==> src/phase_field_interpolation_table_macros.svh <==
// Assertion macros for the phase field interpolation table.
`ifndef PHASE_FIELD_INTERPOLATION_TABLE_MACROS_SVH
`define PHASE_FIELD_INTERPOLATION_TABLE_MACROS_SVH
`ifndef SYNTHESIS
`define PFIT_ASSERT_IMP(name, clk, rst, ante, cons) \
  name: assert property (@(posedge clk) disable iff (rst) (ante) |-> (cons)) \
    else $error("pfit assertion failed");
`define PFIT_ASSERT_ALW(name, clk, rst, cond) \
  name: assert property (@(posedge clk) disable iff (rst) (cond)) \
    else $error("pfit assertion failed");
`else
`define PFIT_ASSERT_IMP(name, clk, rst, ante, cons)
`define PFIT_ASSERT_ALW(name, clk, rst, cond)
`endif
`endif

==> src/pfit_pkg.sv <==
// Shared constants for the phase field interpolation table.
package pfit_pkg;

  localparam int IDX_W       = 13;
  localparam int VALUE_W     = 19;
  localparam int GRID_W      = 11;
  localparam int MODE_W      = 3;
  localparam int STEEP_W     = 16;
  localparam int OFFS_W      = 18;
  localparam int CFG_IDX_W   = 8;
  localparam int CFG_DATA_W  = 32;
  localparam int IN_TDATA_W  = 16;
  localparam int OUT_TDATA_W = 24;

  localparam int GRID_MAX_DEF  = 1024;
  localparam int FRAC_BITS_DEF = 16;

  localparam logic [GRID_W-1:0]  GRID_RST  = 11'd64;
  localparam logic [MODE_W-1:0]  MODE_RST  = 3'd1;
  localparam logic [STEEP_W-1:0] STEEP_RST = 16'd2560;
  localparam logic [OFFS_W-1:0]  OFFS_RST  = '0;

  localparam logic [CFG_IDX_W-1:0] REG_GRID   = 8'd0;
  localparam logic [CFG_IDX_W-1:0] REG_MODE   = 8'd1;
  localparam logic [CFG_IDX_W-1:0] REG_STEEP  = 8'd2;
  localparam logic [CFG_IDX_W-1:0] REG_OFFSET = 8'd3;

  localparam logic [MODE_W-1:0] MODE_TANH    = 3'd1;
  localparam logic [MODE_W-1:0] MODE_IDENT   = 3'd2;
  localparam logic [MODE_W-1:0] MODE_OFFSET  = 3'd3;
  localparam logic [MODE_W-1:0] MODE_QUINTIC = 3'd4;
  localparam logic [MODE_W-1:0] MODE_IDENT2  = 3'd5;

  // exp(-a) datapath, Q31
  localparam int Q_FRAC   = 31;
  localparam int CAP_EXP  = 13;
  localparam int H_BASE   = 11;
  localparam int H_W      = 25;
  localparam int H2_W     = 19;
  localparam int H3_W     = 13;
  localparam int V_W      = 32;
  localparam int SQ_N     = 12;
  // floor(n/6) = (n * DIV6_MUL) >> DIV6_SH for n below 2^13
  localparam logic [15:0] DIV6_MUL = 16'd43691;
  localparam int DIV6_W   = 16;
  localparam int DIV6_SH  = 18;

  localparam int DIV_STEP = 4;

endpackage

==> src/pfit_div.sv <==
// Pipelined restoring divider, STEP_N quotient bits per stage, with sideband.
module pfit_div #(
  parameter int NUM_W  = 29,
  parameter int DEN_W  = 11,
  parameter int SIDE_W = 1,
  parameter int STEP_N = pfit_pkg::DIV_STEP
) (
  input  logic              clk,
  input  logic              rst,
  input  logic              en,
  input  logic              in_valid,
  input  logic [NUM_W-1:0]  num,
  input  logic [DEN_W-1:0]  den,
  input  logic [SIDE_W-1:0] side,
  output logic              out_valid,
  output logic [NUM_W-1:0]  quo,
  output logic [SIDE_W-1:0] side_out
);

  localparam int STAGES = (NUM_W + STEP_N - 1) / STEP_N;
  localparam int PAD_W  = STAGES * STEP_N;
  localparam int W      = DEN_W + PAD_W;

  // work word: remainder on top, dividend bits shifting out, quotient shifting in
  logic [W-1:0]      work [STAGES];
  logic [W-1:0]      nxt  [STAGES];
  logic [DEN_W-1:0]  dv   [STAGES];
  logic [SIDE_W-1:0] sd   [STAGES];
  logic              vld  [STAGES];

  function automatic logic [W-1:0] div_step(input logic [W-1:0] w_in,
                                            input logic [DEN_W-1:0] d);
    logic [W:0]     t;
    logic [DEN_W:0] hi;
    logic [W-1:0]   w;
    w = w_in;
    for (int b = 0; b < STEP_N; b++) begin
      t  = {w, 1'b0};
      hi = t[W:PAD_W];
      if (hi >= {1'b0, d}) begin
        hi   = hi - {1'b0, d};
        t[0] = 1'b1;
      end
      w = {hi[DEN_W-1:0], t[PAD_W-1:0]};
    end
    return w;
  endfunction

  always_comb begin
    nxt[0] = div_step(W'(num), den);
    for (int k = 1; k < STAGES; k++) begin
      nxt[k] = div_step(work[k-1], dv[k-1]);
    end
  end

  always_ff @(posedge clk) begin
    if (rst) begin
      for (int k = 0; k < STAGES; k++) vld[k] <= 1'b0;
    end else if (en) begin
      vld[0] <= in_valid;
      for (int k = 1; k < STAGES; k++) vld[k] <= vld[k-1];
    end
  end

  always_ff @(posedge clk) begin
    if (en) begin
      work[0] <= nxt[0];
      dv[0]   <= den;
      sd[0]   <= side;
      for (int k = 1; k < STAGES; k++) begin
        work[k] <= nxt[k];
        dv[k]   <= dv[k-1];
        sd[k]   <= sd[k-1];
      end
    end
  end

  assign out_valid = vld[STAGES-1];
  assign quo       = work[STAGES-1][NUM_W-1:0];
  assign side_out  = sd[STAGES-1];

endmodule

==> config.mk <==
export PLATFORM = sky130hd
export DESIGN_NAME = pfit_div
export DESIGN_NICKNAME = d
export VERILOG_FILES = /design/src/phase_field_interpolation_table_macros.svh /design/src/pfit_pkg.sv /design/src/pfit_div.sv
export SDC_FILE = /design/constraint.sdc
export NUM_CORES = 1
export LEC_CHECK = 0
export ABC_CLOCK_PERIOD_IN_PS = 12200
export BUFFER_PORTS_ARGS = -buffer_cell sky130_fd_sc_hd__buf_2
export CAP_MARGIN = 20
export CORE_UTILIZATION = 58
export CTS_CLUSTER_DIAMETER = 150
export CTS_CLUSTER_SIZE = 40
export DETAILED_ROUTE_END_ITERATION = 6
export GPL_ROUTABILITY_DRIVEN = 1
export PLACE_DENSITY = 0.75
export SYNTH_ARGS = -nofsm -noshare
export SYNTH_HDL_FRONTEND = slang
export SYNTH_SLANG_ARGS = --single-unit
export TNS_END_PERCENT = 5
==> constraint.sdc <==
create_clock -name clk -period 12.2 [get_ports clk]
set_clock_uncertainty 0.15 [all_clocks]
set_input_delay 2.44 -clock clk [delete_from_list [all_inputs] [get_ports clk]]
set_output_delay 2.44 -clock clk [all_outputs]
set_load 0.01 [all_outputs]
## After elaboration in Yosys (flattened, before gate mapping)

Memories as Yosys holds them, arrays and structs flattened.
Cells that the tools add are included.

- Input bits: 45
- Memories: 4
- Memory bits (writable): 448
- Register bits: 0
- Word-level logic and storage cells: 154

Memories:

| name | depth | width | read ports | clocked after Yosys merged registers in | wr ports | line | source |
|---|---|---|---|---|---|---|---|
| work | 8 | 43 | 8 | 0 | 8 | pfit_div.sv:25 | `logic [W-1:0] work [STAGES];` |
| dv | 8 | 11 | 7 | 0 | 8 | pfit_div.sv:27 | `logic [DEN_W-1:0] dv [STAGES];` |
| sd | 8 | 1 | 8 | 0 | 8 | pfit_div.sv:28 | `logic [SIDE_W-1:0] sd [STAGES];` |
| vld | 8 | 1 | 8 | 0 | 8 | pfit_div.sv:29 | `logic vld [STAGES];` |

- Muxes and demuxes: 78
- $lt $le $gt $ge: 32
- Bitwise operators: 8
- Add/subtract/negate cells: 32

Operators by type and width:

| operator | number |
|---|---|
| $ge 12x11->1 | 31 |
| $mux 11 | 32 |
| $sub 11x11->11 | 31 |
| $mux 1 | 46 |
| $ge 1x11->1 const A | 1 |
| $sub 1x11->11 const A | 1 |
| $or 1x1->1 | 8 |

## Depth between registers and ports, before layout

An unclocked memory read counts as a cell.

- Depth after elaboration: 9
- Gate-level depth with buffers: 42
- Mapped depth without buffers: 39

## Worst setup path before layout

Ideal clock, no wire load.

- Kind: input-to-reg
- Start: input den[1]
- End: memory work[0][34] in the netlist's numbering (data pin)
- Buffers on the path: 3
- Cell stages on the path: 36
- Path slack: 2,575 ps
- Setup time: 260 ps
- Data arrival time: 9,215 ps
- Path through: inv_1 > ha_1 > nor2b_1 > o211ai_1 > nor3_1 > and2_1 > ha_1 > o21a_1 > o21ai_1 > a21oi_1 > a211oi_1 > o31ai_1 > buf_2 > nor2_1 > a21oi_1 > ha_1 > o21a_1 > o21ai_0 > a21oi_1 > nand3_1 > a31oi_1 > and2_1 > a2111o_1 > buf_2 > mux2_2 > ha_1 > a21o_1 > a21oi_1 > o22ai_1 > o41ai_1 > a21oi_1 > a21oi_1 > o21ai_0 > mux2i_1 > buf_2 > mux2_2

RTL lines:

| what | line | source |
|---|---|---|
| start, declared | pfit_div.sv:13 | `input logic [DEN_W-1:0] den,` |
| end, declared | pfit_div.sv:25 |  |

==> flow_summary.toml <==
[status]
outcome = "completed"

[floorplanning]
initial_utilization_pct = 58.7
dieArea_mm2 = 0.0553
rows = 85
ioPinCount = 76
die_height_um = 235
chipWidth_um = 235
core_area_mm2 = 0.0537

[sta]
min_period_over_period_pct = 87.9
max_clock_freq_mhz = 93.3
totalNegativeSetupSlack_ns = 0
setup_viol_count_final = 0
final-hold-violation-count = 0
worstMarginPinSlew_ns = 0.950
layout_min_cycle_time_ns = 10.72
unrepaired_setup_endpoints_after_global_routing = "false"
timing.slew.headroom_pct = 36.6
finalMaxSlewViolations = 0

[cts]
cts_hold_buf = 0
cts_setup_buffers = 0
cts-root-to-sink-buffers = 3
clk_latency_ns = 0.57
cts_htree_levels = 1
tritoncts_num_sinks = 402
cts.reportedPaths.clkPinSlew_ns = 0.15
tritoncts = "done"
post_cts_resize_count = 0
cts_buffers = 14
cell_chosen_for_the_clock_root = "clkbuf_16"

[global_routing]
grt_antenna_before_repair = 0
global_route_usage_over_all_layers_pct = 24.8
gr-total-overflow = 0
grt_first_pass_wirelength_mm = 113
first_global_vias = 22700
largest_net_degree_at_the_start_of_global_routing = 125

[synth]
synth-edff-count = 402
synth_fp_nets = 3464
synthesis.instances = 3051
netlist-cell-type-count = 94
synth-main-ff-cell = "edfxtp_1"
synth.yosys.warnings = 0
synth_area_mm2 = 0.0315
synth.yosys.seq_area_share_pct = 38.3
postSynthAreaPerCell_um2 = 10.3
synth.ff_latch_count = 402
asyncSetResetFlopFracSynth_pct = 0

[final_layout]
final_common_cell = "edfxtp_1"
final_nets = 3497
antenna_cells_inserted = 0
most-common-layout-cells = "edfxtp_1 (402), ha_1 (340), nor2_1 (258)"
flow.area_growth_from_synthesis_pct = 4.26
layout-drive-gt1-share_pct = 11.0
final_area_mm2 = 0.0328

[placed_design]
placed_area_mm2 = 0.0324
gpl.final_weighted_congestion = 0.908
dp_hpwl_mm = 53.9
io_buffers = 75

[setup_path]
most_frequent_cell_on_the_critical_path = "ha_1"
critPathCaptureType = "flip-flop"
critical_path_arrival_ns = 10.90
worst-endpoint-required_ns = 12.38
critical_path.n_buffers_inverters = 1
timing.critical_path.slowest_stage_cell = "mux2i_2"
cpPeakStageDelay_ns = 0.74
timing_worst_setup_path_type = "reg -> reg"
largest_delay_contributor_family_on_the_critical_path = "compound AO/OA/AOI/OAI gates"
worstSetupStartpointType = "flip-flop"
crit_fanout = 16

[drt]
avgViaCountPerCell = 6.11
dr_vias = 23100
drtIter0Drc = 1688
remaining_drc_errors = 0
route.final.wire_length_mm = 69.3
drt-pass1-iter-count = 5
antenna_left = 0
wire_per_inst_um = 18.3

[worst_hold_path]
holdCritPathClass = "reg -> reg"

[job]
cap_viol_max_count = 0
==> sequential cells by signal, indices dropped and copies added, names as in the netlist <==
signal and count:
dv 77, sd 8, vld 8, work 309
==> synthesized netlist by cell type (all sizes together) (6+ instances only) <==
library cell / instances / area share (%)
or3: 22 / 0.44
clkbuf: 18 / 0.21
nor2b: 70 / 1.4
o21bai: 6 / 0.14
a21boi: 28 / 0.67
a2111oi: 8 / 0.24
nor3: 71 / 1.1
nor2: 258 / 3.1
fa: 28 / 1.8
nand3b: 14 / 0.33
o211ai: 18 / 0.46
mux2i: 63 / 2.0
nor4b: 9 / 0.30
inv: 259 / 3.1
nand2b: 38 / 0.76
a41oi: 7 / 0.22
edfxtp: 402 / 38
o31ai: 20 / 0.54
nand2: 155 / 1.8
a211oi: 37 / 0.96
nand3: 57 / 0.94
or4: 6 / 0.14
a211o: 7 / 0.19
o311ai: 15 / 0.47
and2: 20 / 0.40
o31a: 8 / 0.22
xnor2: 115 / 3.2
a311oi: 12 / 0.35
nand4: 54 / 1.1
o2111ai: 17 / 0.47
a21oi: 171 / 2.7
mux2: 181 / 6.7
a31oi: 13 / 0.26
or2: 22 / 0.44
nor4: 34 / 0.71
nor3b: 6 / 0.14
and3: 24 / 0.48
buf: 56 / 1.2
o21a: 28 / 0.67
ha: 340 / 14
xor2: 71 / 2.0
a21o: 68 / 1.6
o21ai: 136 / 2.2
==> metrics by stage <==
stage | hold WS (ns) | worst slack [ns] | instances | utilization [%]
floorplan | 0.250 | 2.57 | 3051 | -
global placement | 0.250 | 1.33 | 3764 | 60.4
detailed placement | 0.255 | 1.20 | 3764 | 60.4
CTS | 0.278 | 1.67 | 3782 | 61.2
global route | 0.277 | 0.803 | 3782 | 61.2
finish | 0.279 | 1.48 | 3782 | 61.2
==> layout make-up <==
type | instances | area [µm²]
fillers | 4306 | 20900
multi-input cells | 2315 | 18000
flip-flops and latches | 402 | 12100
inverters | 260 | 976
well taps | 696 | 871
repair buffers | 91 | 505
clock buffers | 15 | 375
clock inverters | 3 | 48.8
==> cells by family (layout without fill, tap and decap cells) <==
| family | Yosys count | after routing | share of synthesized area, % |
|---|---|---|---|
| AOI/OAI and AO/OA | 643 | 643 | 13.9 |
| and+or+nand+nor | 874 | 874 | 14.0 |
| adders and majority gates | 368 | 368 | 15.3 |
| muxes | 244 | 244 | 8.76 |
| buffers and inverters | 334 | 369 | 4.55 |
| DFF | 402 | 402 | 38.3 |
| xor gates and xnor gates | 186 | 186 | 5.17 |
==> per-layer routing <==
metal  global-route usage (%)  wire length, µm  vias to the layer above
li1                         -                -                    11400
met1                     33.6            31900                    11100
met2                     42.8            33100                      531
met3                     1.84             2460                      116
met4                     6.72             1810                        0
met5                        0                0                        -
==> path summary, 6_finish.rpt <==
path	start	to	slack [ns]	depth (start not counted)
worst max-delay path	dv[4][0]	work[1][81]	1.48	34
worst max register to register	dv[4][0]	work[1][81]	1.48	34
worst min register to register	work[0][138]	work[1][13]	0.28	0
worst min-delay path	work[0][138]	work[1][13]	0.28	0
==> worst reg2reg max path: cells and delay by family, from the launching register on <==
| family | cells | cell delay [ns] |
|---|---|---|
| fa+ha+maj | 5 | 1.82 |
| flops | 1 | 0.58 |
| simple gates | 9 | 1.96 |
| compound gates | 14 | 3.37 |
| mux | 5 | 2.37 |
| buf+inv | 1 | 0.24 |
Power is left out: the tool's default activity adds up to more than one toggle a clock period on the data nets, which glitch-free logic cannot reach.
